[src/fftbf_pkg.sv]
`timescale 1ns / 1ps
// Shared constants, types and the build-time twiddle function for the
// radix-2 butterfly stage. No dependencies.
package fftbf_pkg;

    localparam int FFT_POINTS_DEF = 16;
    localparam int FRAC_BITS_DEF  = 14;

    localparam int SAMPLE_W = 16;
    localparam int PROD_W   = 2 * SAMPLE_W;
    localparam int RESULT_W = 33;
    localparam int SUM_W    = 35;

    localparam real PI = 3.14159265358979323846;

    localparam int SAMPLE_MAX = 32767;
    localparam int SAMPLE_MIN = -32768;

    typedef struct packed {
        logic signed [SAMPLE_W-1:0] im;
        logic signed [SAMPLE_W-1:0] re;
    } twiddle_t;

    typedef struct packed {
        logic step;
        logic last;
    } tw_adv_t;

    function automatic logic [SAMPLE_W-1:0] q_round(input real v);
        real m;
        real r;
        int  q;
        m = (v < 0.0) ? -v : v;
        r = $floor(m + 0.5);
        if (r > 65536.0)
        begin
            r = 65536.0;
        end
        q = $rtoi(r);
        if (v < 0.0)
        begin
            q = -q;
        end
        if (q > SAMPLE_MAX)
        begin
            q = SAMPLE_MAX;
        end
        if (q < SAMPLE_MIN)
        begin
            q = SAMPLE_MIN;
        end
        return SAMPLE_W'(q);
    endfunction

    // step is the angle between neighboring entries, 2*pi/N
    function automatic twiddle_t make_twiddle(input int k, input real step, input int frac);
        real      x;
        real      scale;
        twiddle_t w;
        x     = step * real'(k);
        scale = 2.0 ** frac;
        w.re  = q_round($cos(x) * scale);
        w.im  = q_round(-$sin(x) * scale);
        return w;
    endfunction

endpackage

[src/fftbf_pair_if.sv]
`timescale 1ns / 1ps
// Input channel: one butterfly pair per beat (a, b complex and last flag).
// Depends on fftbf_pkg.
interface fftbf_pair_if;
    logic                                   valid;
    logic                                   ready;
    logic                                   last_in;
    logic signed [fftbf_pkg::SAMPLE_W-1:0]  a_re;
    logic signed [fftbf_pkg::SAMPLE_W-1:0]  a_im;
    logic signed [fftbf_pkg::SAMPLE_W-1:0]  b_re;
    logic signed [fftbf_pkg::SAMPLE_W-1:0]  b_im;

    modport source (output valid, last_in, a_re, a_im, b_re, b_im, input ready);
    modport sink   (input valid, last_in, a_re, a_im, b_re, b_im, output ready);
endinterface

[src/fftbf_result_if.sv]
`timescale 1ns / 1ps
// Output channel: sum and difference of one butterfly per beat.
// Depends on fftbf_pkg.
interface fftbf_result_if;
    logic                                   valid;
    logic                                   ready;
    logic                                   last_out;
    logic signed [fftbf_pkg::RESULT_W-1:0]  sum_re;
    logic signed [fftbf_pkg::RESULT_W-1:0]  sum_im;
    logic signed [fftbf_pkg::RESULT_W-1:0]  diff_re;
    logic signed [fftbf_pkg::RESULT_W-1:0]  diff_im;

    modport source (output valid, last_out, sum_re, sum_im, diff_re, diff_im, input ready);
    modport sink   (input valid, last_out, sum_re, sum_im, diff_re, diff_im, output ready);
endinterface

[src/radix2_fft_butterfly_stage.sv]
`timescale 1ns / 1ps
// Radix-2 DIT butterfly stage: input register, then products and sums, then result register.
// A pair passes the input register, then the result register; one pair per cycle unless bfly stalls.
// Each stage holds its own valid bit, so a stalled output still lets a bubble fill.
// Reset clears the stage valids, the twiddle pointer, and reloads twiddle entry 0.
// Depends on fftbf_pkg, fftbf_pair_if, fftbf_result_if, fftbf_twiddle.
module radix2_fft_butterfly_stage #(
    parameter int FFT_POINTS = fftbf_pkg::FFT_POINTS_DEF,
    parameter int FRAC_BITS  = fftbf_pkg::FRAC_BITS_DEF
) (
    input  logic           clk,
    input  logic           rst_n,
    fftbf_pair_if.sink     pair,
    fftbf_result_if.source bfly
);

    localparam int SW = fftbf_pkg::SAMPLE_W;
    localparam int PW = fftbf_pkg::PROD_W;
    localparam int UW = fftbf_pkg::SUM_W;
    localparam int RW = fftbf_pkg::RESULT_W;

    fftbf_pkg::tw_adv_t  adv;
    fftbf_pkg::twiddle_t tw;

    logic en_a;
    logic en_c;
    logic take;

    logic                 va_reg;
    logic                 last_a_reg;
    logic signed [SW-1:0] ar_a_reg;
    logic signed [SW-1:0] ai_a_reg;
    logic signed [SW-1:0] br_a_reg;
    logic signed [SW-1:0] bi_a_reg;
    fftbf_pkg::twiddle_t  w_a_reg;

    logic                 vc_reg;
    logic                 last_c_reg;
    logic signed [RW-1:0] sum_re_reg;
    logic signed [RW-1:0] sum_im_reg;
    logic signed [RW-1:0] diff_re_reg;
    logic signed [RW-1:0] diff_im_reg;

    logic signed [PW-1:0] p_rr;
    logic signed [PW-1:0] p_ii;
    logic signed [PW-1:0] p_ri;
    logic signed [PW-1:0] p_ir;
    logic signed [UW-1:0] prod_re;
    logic signed [UW-1:0] prod_im;
    logic signed [UW-1:0] scl_re;
    logic signed [UW-1:0] scl_im;
    logic signed [UW-1:0] sum_re_next;
    logic signed [UW-1:0] sum_im_next;
    logic signed [UW-1:0] diff_re_next;
    logic signed [UW-1:0] diff_im_next;

    assign en_c = !vc_reg || bfly.ready;
    assign en_a = !va_reg || en_c;
    assign take = pair.valid && en_a;

    assign pair.ready = en_a;
    assign adv.step   = take;
    assign adv.last   = pair.last_in;

    fftbf_twiddle #(
        .FFT_POINTS (FFT_POINTS),
        .FRAC_BITS  (FRAC_BITS)
    ) u_twiddle (
        .clk   (clk),
        .rst_n (rst_n),
        .adv   (adv),
        .tw    (tw)
    );

    always_comb
    begin
        p_rr         = PW'(br_a_reg * w_a_reg.re);
        p_ii         = PW'(bi_a_reg * w_a_reg.im);
        p_ri         = PW'(br_a_reg * w_a_reg.im);
        p_ir         = PW'(bi_a_reg * w_a_reg.re);
        prod_re      = UW'(p_rr) - UW'(p_ii);
        prod_im      = UW'(p_ri) + UW'(p_ir);
        scl_re       = UW'(ar_a_reg) <<< FRAC_BITS;
        scl_im       = UW'(ai_a_reg) <<< FRAC_BITS;
        sum_re_next  = scl_re + prod_re;
        sum_im_next  = scl_im + prod_im;
        diff_re_next = scl_re - prod_re;
        diff_im_next = scl_im - prod_im;
    end

    always_ff @(posedge clk or negedge rst_n)
    begin
        if (!rst_n)
        begin
            va_reg <= 1'b0;
            vc_reg <= 1'b0;
        end
        else
        begin
            if (en_a)
            begin
                va_reg <= pair.valid;
            end
            if (en_c)
            begin
                vc_reg <= va_reg;
            end
        end
    end

    // capture the beat with the twiddle prefetched for it
    always_ff @(posedge clk)
    begin
        if (take)
        begin
            last_a_reg <= pair.last_in;
            ar_a_reg   <= pair.a_re;
            ai_a_reg   <= pair.a_im;
            br_a_reg   <= pair.b_re;
            bi_a_reg   <= pair.b_im;
            w_a_reg    <= tw;
        end
        if (en_c && va_reg)
        begin
            last_c_reg  <= last_a_reg;
            sum_re_reg  <= sum_re_next[RW-1:0];
            sum_im_reg  <= sum_im_next[RW-1:0];
            diff_re_reg <= diff_re_next[RW-1:0];
            diff_im_reg <= diff_im_next[RW-1:0];
        end
    end

    assign bfly.valid    = vc_reg;
    assign bfly.last_out = last_c_reg;
    assign bfly.sum_re   = sum_re_reg;
    assign bfly.sum_im   = sum_im_reg;
    assign bfly.diff_re  = diff_re_reg;
    assign bfly.diff_im  = diff_im_reg;

    a_empty_ready: assert property (@(posedge clk) disable iff (!rst_n)
        !va_reg && !vc_reg |-> pair.ready)
        else $error("empty pipeline refuses a pair");

    a_drain_bubble: assert property (@(posedge clk) disable iff (!rst_n)
        bfly.valid && bfly.ready && !va_reg |=> !bfly.valid)
        else $error("result repeated after drain");

    a_stage_a_hold: assert property (@(posedge clk) disable iff (!rst_n)
        va_reg && !en_c |=> va_reg && $stable(last_a_reg) && $stable(w_a_reg))
        else $error("input stage lost a held pair");

endmodule

[src/fftbf_twiddle.sv]
`timescale 1ns / 1ps
// Twiddle pointer and prefetched twiddle register over a build-time ROM.
// Depends on fftbf_pkg.
module fftbf_twiddle #(
    parameter int FFT_POINTS = fftbf_pkg::FFT_POINTS_DEF,
    parameter int FRAC_BITS  = fftbf_pkg::FRAC_BITS_DEF
) (
    input  logic                clk,
    input  logic                rst_n,
    input  fftbf_pkg::tw_adv_t  adv,
    output fftbf_pkg::twiddle_t tw
);

    localparam int  TW_COUNT = FFT_POINTS / 2;
    localparam int  PTR_W    = (TW_COUNT > 1) ? $clog2(TW_COUNT) : 1;
    localparam real TW_STEP  = 2.0 * fftbf_pkg::PI / real'(FFT_POINTS);
    localparam fftbf_pkg::twiddle_t TW_ZERO = fftbf_pkg::make_twiddle(0, TW_STEP, FRAC_BITS);

    fftbf_pkg::twiddle_t rom [TW_COUNT];

    for (genvar k = 0; k < TW_COUNT; k++)
    begin : g_rom
        localparam fftbf_pkg::twiddle_t W = fftbf_pkg::make_twiddle(k, TW_STEP, FRAC_BITS);
        assign rom[k] = W;
    end

    logic [PTR_W-1:0]    ptr_reg;
    logic [PTR_W-1:0]    ptr_next;
    fftbf_pkg::twiddle_t tw_reg;
    fftbf_pkg::twiddle_t tw_next;

    always_comb
    begin
        ptr_next = ptr_reg;
        if (adv.step)
        begin
            if (adv.last || ptr_reg == PTR_W'(TW_COUNT - 1))
            begin
                ptr_next = '0;
            end
            else
            begin
                ptr_next = ptr_reg + 1'b1;
            end
        end
        tw_next = rom[ptr_next];
    end

    always_ff @(posedge clk or negedge rst_n)
    begin
        if (!rst_n)
        begin
            ptr_reg <= '0;
            tw_reg  <= TW_ZERO;
        end
        else
        begin
            ptr_reg <= ptr_next;
            tw_reg  <= tw_next;
        end
    end

    assign tw = tw_reg;

    a_last_wraps: assert property (@(posedge clk) disable iff (!rst_n)
        adv.step && adv.last |=> ptr_reg == '0)
        else $error("twiddle pointer not cleared after last pair");

    a_hold_idle: assert property (@(posedge clk) disable iff (!rst_n)
        !adv.step |=> $stable(ptr_reg) && $stable(tw_reg))
        else $error("twiddle state moved without a pair");

    a_tw_matches: assert property (@(posedge clk) disable iff (!rst_n)
        tw_reg == rom[ptr_reg])
        else $error("prefetched twiddle does not match pointer");

endmodule
[src/flat_wrapper.sv]
// flat-port wrapper written by rule: the top's interface ports become plain ports
module radix2_fft_butterfly_stage_flat 
#(
    parameter int FFT_POINTS = fftbf_pkg::FFT_POINTS_DEF,
    parameter int FRAC_BITS  = fftbf_pkg::FRAC_BITS_DEF
)
  (clk, rst_n, pair_valid, pair_last_in, pair_a_re, pair_a_im, pair_b_re, pair_b_im, pair_ready, bfly_valid, bfly_last_out, bfly_sum_re, bfly_sum_im, bfly_diff_re, bfly_diff_im, bfly_ready);
  fftbf_pair_if pair_i ();
  fftbf_result_if bfly_i ();
  input  logic clk;
  input  logic rst_n;
  input wire logic [$bits(pair_i.valid)-1:0] pair_valid;
  input wire logic [$bits(pair_i.last_in)-1:0] pair_last_in;
  input wire logic [$bits(pair_i.a_re)-1:0] pair_a_re;
  input wire logic [$bits(pair_i.a_im)-1:0] pair_a_im;
  input wire logic [$bits(pair_i.b_re)-1:0] pair_b_re;
  input wire logic [$bits(pair_i.b_im)-1:0] pair_b_im;
  output wire logic [$bits(pair_i.ready)-1:0] pair_ready;
  output wire logic [$bits(bfly_i.valid)-1:0] bfly_valid;
  output wire logic [$bits(bfly_i.last_out)-1:0] bfly_last_out;
  output wire logic [$bits(bfly_i.sum_re)-1:0] bfly_sum_re;
  output wire logic [$bits(bfly_i.sum_im)-1:0] bfly_sum_im;
  output wire logic [$bits(bfly_i.diff_re)-1:0] bfly_diff_re;
  output wire logic [$bits(bfly_i.diff_im)-1:0] bfly_diff_im;
  input wire logic [$bits(bfly_i.ready)-1:0] bfly_ready;
  assign pair_i.valid = pair_valid;
  assign pair_i.last_in = pair_last_in;
  assign pair_i.a_re = pair_a_re;
  assign pair_i.a_im = pair_a_im;
  assign pair_i.b_re = pair_b_re;
  assign pair_i.b_im = pair_b_im;
  assign pair_ready = pair_i.ready;
  assign bfly_valid = bfly_i.valid;
  assign bfly_last_out = bfly_i.last_out;
  assign bfly_sum_re = bfly_i.sum_re;
  assign bfly_sum_im = bfly_i.sum_im;
  assign bfly_diff_re = bfly_i.diff_re;
  assign bfly_diff_im = bfly_i.diff_im;
  assign bfly_i.ready = bfly_ready;
  radix2_fft_butterfly_stage #(.FFT_POINTS(FFT_POINTS), .FRAC_BITS(FRAC_BITS)) u_core (.clk(clk), .rst_n(rst_n), .pair(pair_i), .bfly(bfly_i));
endmodule
[config.mk]
export PLATFORM = sky130hd
export DESIGN_NAME = radix2_fft_butterfly_stage_flat
export DESIGN_NICKNAME = d
export VERILOG_FILES = /design/src/fftbf_pkg.sv /design/src/fftbf_pair_if.sv /design/src/fftbf_result_if.sv /design/src/radix2_fft_butterfly_stage.sv /design/src/fftbf_twiddle.sv /design/src/flat_wrapper.sv
export SDC_FILE = /design/constraint.sdc
export NUM_CORES = 2
export LEC_CHECK = 0
export BUFFER_PORTS_ARGS = -buffer_cell sky130_fd_sc_hd__buf_2
export CAP_MARGIN = 25
export CELL_PAD_IN_SITES_DETAIL_PLACEMENT = 0
export CELL_PAD_IN_SITES_GLOBAL_PLACEMENT = 1
export CORE_MARGIN = 2
export CORE_UTILIZATION = 45
export DETAILED_ROUTE_END_ITERATION = 6
export PLACE_DENSITY_LB_ADDON = 0.1
export SETUP_SLACK_MARGIN = 0.1
export SYNTH_ARGS = -nofsm -noshare
export SYNTH_HDL_FRONTEND = slang
export SYNTH_HIERARCHICAL = 1
export SYNTH_SLANG_ARGS = --single-unit
[constraint.sdc]
create_clock -name clk -period 22 [get_ports clk]
set_input_delay 2.2 -clock clk [delete_from_list [all_inputs] [get_ports clk]]
set_output_delay 2.2 -clock clk [all_outputs]
set_load 0.01 [all_outputs]
==> results.ini <==
[worst_setup_path]
crit_buf_inv=8
critPathMaxFanout=20
slowest_delay_ns=0.73
criticalPathCategory=reg -> reg
crit_path_start_kind=flop
cp.arrival_ns=10.99
critPathMostFrequentCell=fa_1
end_kind=flop
cp_top_family=adder cells
r2r_slack_ns=11.33
crit_slowest_cell=a2111oi_0
cp.required_ns=22.32

[sta]
max_freq_ghz=0.0937
skew_ns=0.0368
setup_viol=0
whs_ns=0.416
finalMaxSlewViolations=0
timing.final.ws_setup_ns=11.33
rsz0062_at_grt=false
relSlewSlack=0.285
period_share=0.485
tightest_slew_ns=1.05
period_needed_ns=10.67
fin_tns_setup_ns=0
hold_viol=0

[routing]
wl_um=149000
post_drt_wl_per_cell_um=21.6
wl_met2_um=72800
drt_iter0_drc=1821
route.met3.wl_um=7730
drt-met1-wl_um=63400
drt_first_pass_iters=5
vias=34900
drc=0
top_layer=met4
postRouteAntennaNets=0
via_per_inst=5.07

[place]
hpwl_um=114000
gp_congestion=0.849
io_buffers=203
post-place-ws_ns=11.33

[clock_tree]
ctsResizeCount=0
cts_setup_buffers=0
hold_buffers=0
cts.sinks=250
clk_latency_ns=0.60
htree_levels=2
root_buffer=clkbuf_16
clk_path_buf_depth=3
cts_tree=yes
cts_inserted_buffers=35
clkTransAtPathRegs_ns=0.06

[status]
status=finished, final reports clean

[finish]
multi_input_area_mm2=0.0391
drive_above_1_share=0.0705
nets=6983
fillers=11000
regArea_mm2=0.00740
syn_to_final_growth_pct=6.97

[global_routing]
antenna_found_initial=1
grt_max_degree=58
grt_usage=0.257
grt_overflow=0
grt_pass1_vias=37800
grt_pass1_wl_um=231000

[synthesis]
synth_top_area_share=0.447
synth-edff-count=228
syn_area_mm2=0.0526
yosys.area.top_type=fa_1
async_reset_ff_frac=0.0880
synth-seq-cells=250
yosysUniqueCellTypes=86
ys.flop_type=edfxtp_1
netlist_top_cells_area=fa_1, edfxtp_1, inv_1, ha_1, and2_1
syn_area_per_cell_um2=10.0
yosysSeqAreaShare=0.141
syn_nets=6893
yosysWarnings=6
syn_inst=5244

[die]
initial_core_util=0.453
dieHeight_um=346
core_area_mm2=0.116
die-area_mm2=0.120
rows=125
die_x_um=346
ios=204

[flow_run]
max_cap_violations=0

[hold_path]
hp-class=reg -> reg

==> final timing paths <==
| path | start | to | cells past startpoint |
|---|---|---|---|
| max | u_core/w_a_reg[1] | u_core/bfly.sum_im[32] | 35 |
| min | u_core/u_twiddle/tw[22] | u_core/w_a_reg[22] | 0 |
| max reg2reg | u_core/w_a_reg[1] | u_core/bfly.sum_im[32] | 35 |
| min reg2reg | u_core/u_twiddle/tw[22] | u_core/w_a_reg[22] | 0 |
| max in group asynchronous | rst_n | u_core/u_twiddle/tw[14] | 1 |
| min in group asynchronous | rst_n | u_core/va_reg | 1 |
==> cells in the mapped netlist, types with 6 or more instances <==
| cell type | instances |
|---|---|
| nor2b_1 | 13 |
| o211ai_1 | 8 |
| or3_1 | 13 |
| a31oi_1 | 9 |
| a21o_1 | 23 |
| nand2_1 | 487 |
| o21ai_0 | 47 |
| xor2_1 | 56 |
| nor3_1 | 30 |
| mux2_2 | 6 |
| o21a_1 | 16 |
| a211oi_1 | 7 |
| edfxtp_1 | 228 |
| and2_1 | 529 |
| fa_1 | 1175 |
| a21oi_1 | 87 |
| buf_4 | 17 |
| dfrtp_1 | 21 |
| o21bai_1 | 23 |
| nand2b_1 | 53 |
| ha_1 | 405 |
| nor3b_1 | 6 |
| nor2_1 | 129 |
| and3_1 | 11 |
| nor4_1 | 7 |
| nand3_1 | 21 |
| xnor2_1 | 130 |
| mux2_4 | 6 |
| nand4_1 | 6 |
| inv_1 | 1364 |
| or4_1 | 6 |
| or2_2 | 8 |
| o41ai_1 | 7 |
| clkbuf_1 | 206 |
==> cell usage in the layout, fill, tap and decap left out, drive strengths merged, types with 5 or more instances in the layout <==
master / count
inv: 1371
fa: 1175
and2: 531
nand2: 487
ha: 405
buf: 279
edfxtp: 228
xnor2: 130
nor2: 129
a21oi: 88
xor2: 56
nand2b: 53
o21ai: 53
clkbuf: 41
nor3: 30
a21o: 25
o21bai: 25
nand3: 21
dfrtp: 21
o21a: 16
or3: 14
nor2b: 13
clkinv: 13
mux2: 12
and3: 11
a31oi: 10
or2: 10
a211oi: 9
o211ai: 8
o41ai: 8
nor4: 7
nor3b: 7
nand4: 6
or4: 6
a211o: 6
a221oi: 5
==> cells by family after synthesis <==
logic type / after synthesis / synth area share
other: 1 / 0.0000713
AO/OA/AOI/OAI: 289 / 0.0369
adder cells (fa/ha/maj): 1580 / 0.544
buffers and inverters: 1591 / 0.115
XOR/XNOR: 186 / 0.0310
AND/OR/NAND/NOR: 1334 / 0.129
flip-flops: 250 / 0.141
multiplexers: 13 / 0.00319
==> metal layers <==
metal  global-route usage  vias to the layer above
li1                     -                    15600
met1                0.348                    18200
met2                0.434                      951
met3               0.0313                      197
met4               0.0714                        0
met5                    0                        -
==> layout make-up <==
| class | count | area share |
|---|---|---|
| Multi-Input combinational cell | 3403 | 0.696 |
| Clock buffer | 41 | 0.0162 |
| Antenna cell | 4 | 0.000178 |
| Inverter | 1365 | 0.0911 |
| Sequential cell | 250 | 0.132 |
| Timing Repair Buffer | 279 | 0.0282 |
| Clock inverter | 21 | 0.00300 |
| Tap cell | 1524 | 0.0339 |
==> through the flow <==
stage           util  area (µm²)  instances
6_report       0.485       56200       6887
4_1_cts        0.484       56200       6883
3_5_place_dp   0.475       55100       6821
2_1_floorplan      -       52600       5244
3_3_place_gp   0.475       55100       6821
5_1_grt        0.484       56200       6883
Power is left out: the tool's default activity adds up to more than one toggle a clock period on the data nets, which glitch-free logic cannot reach.
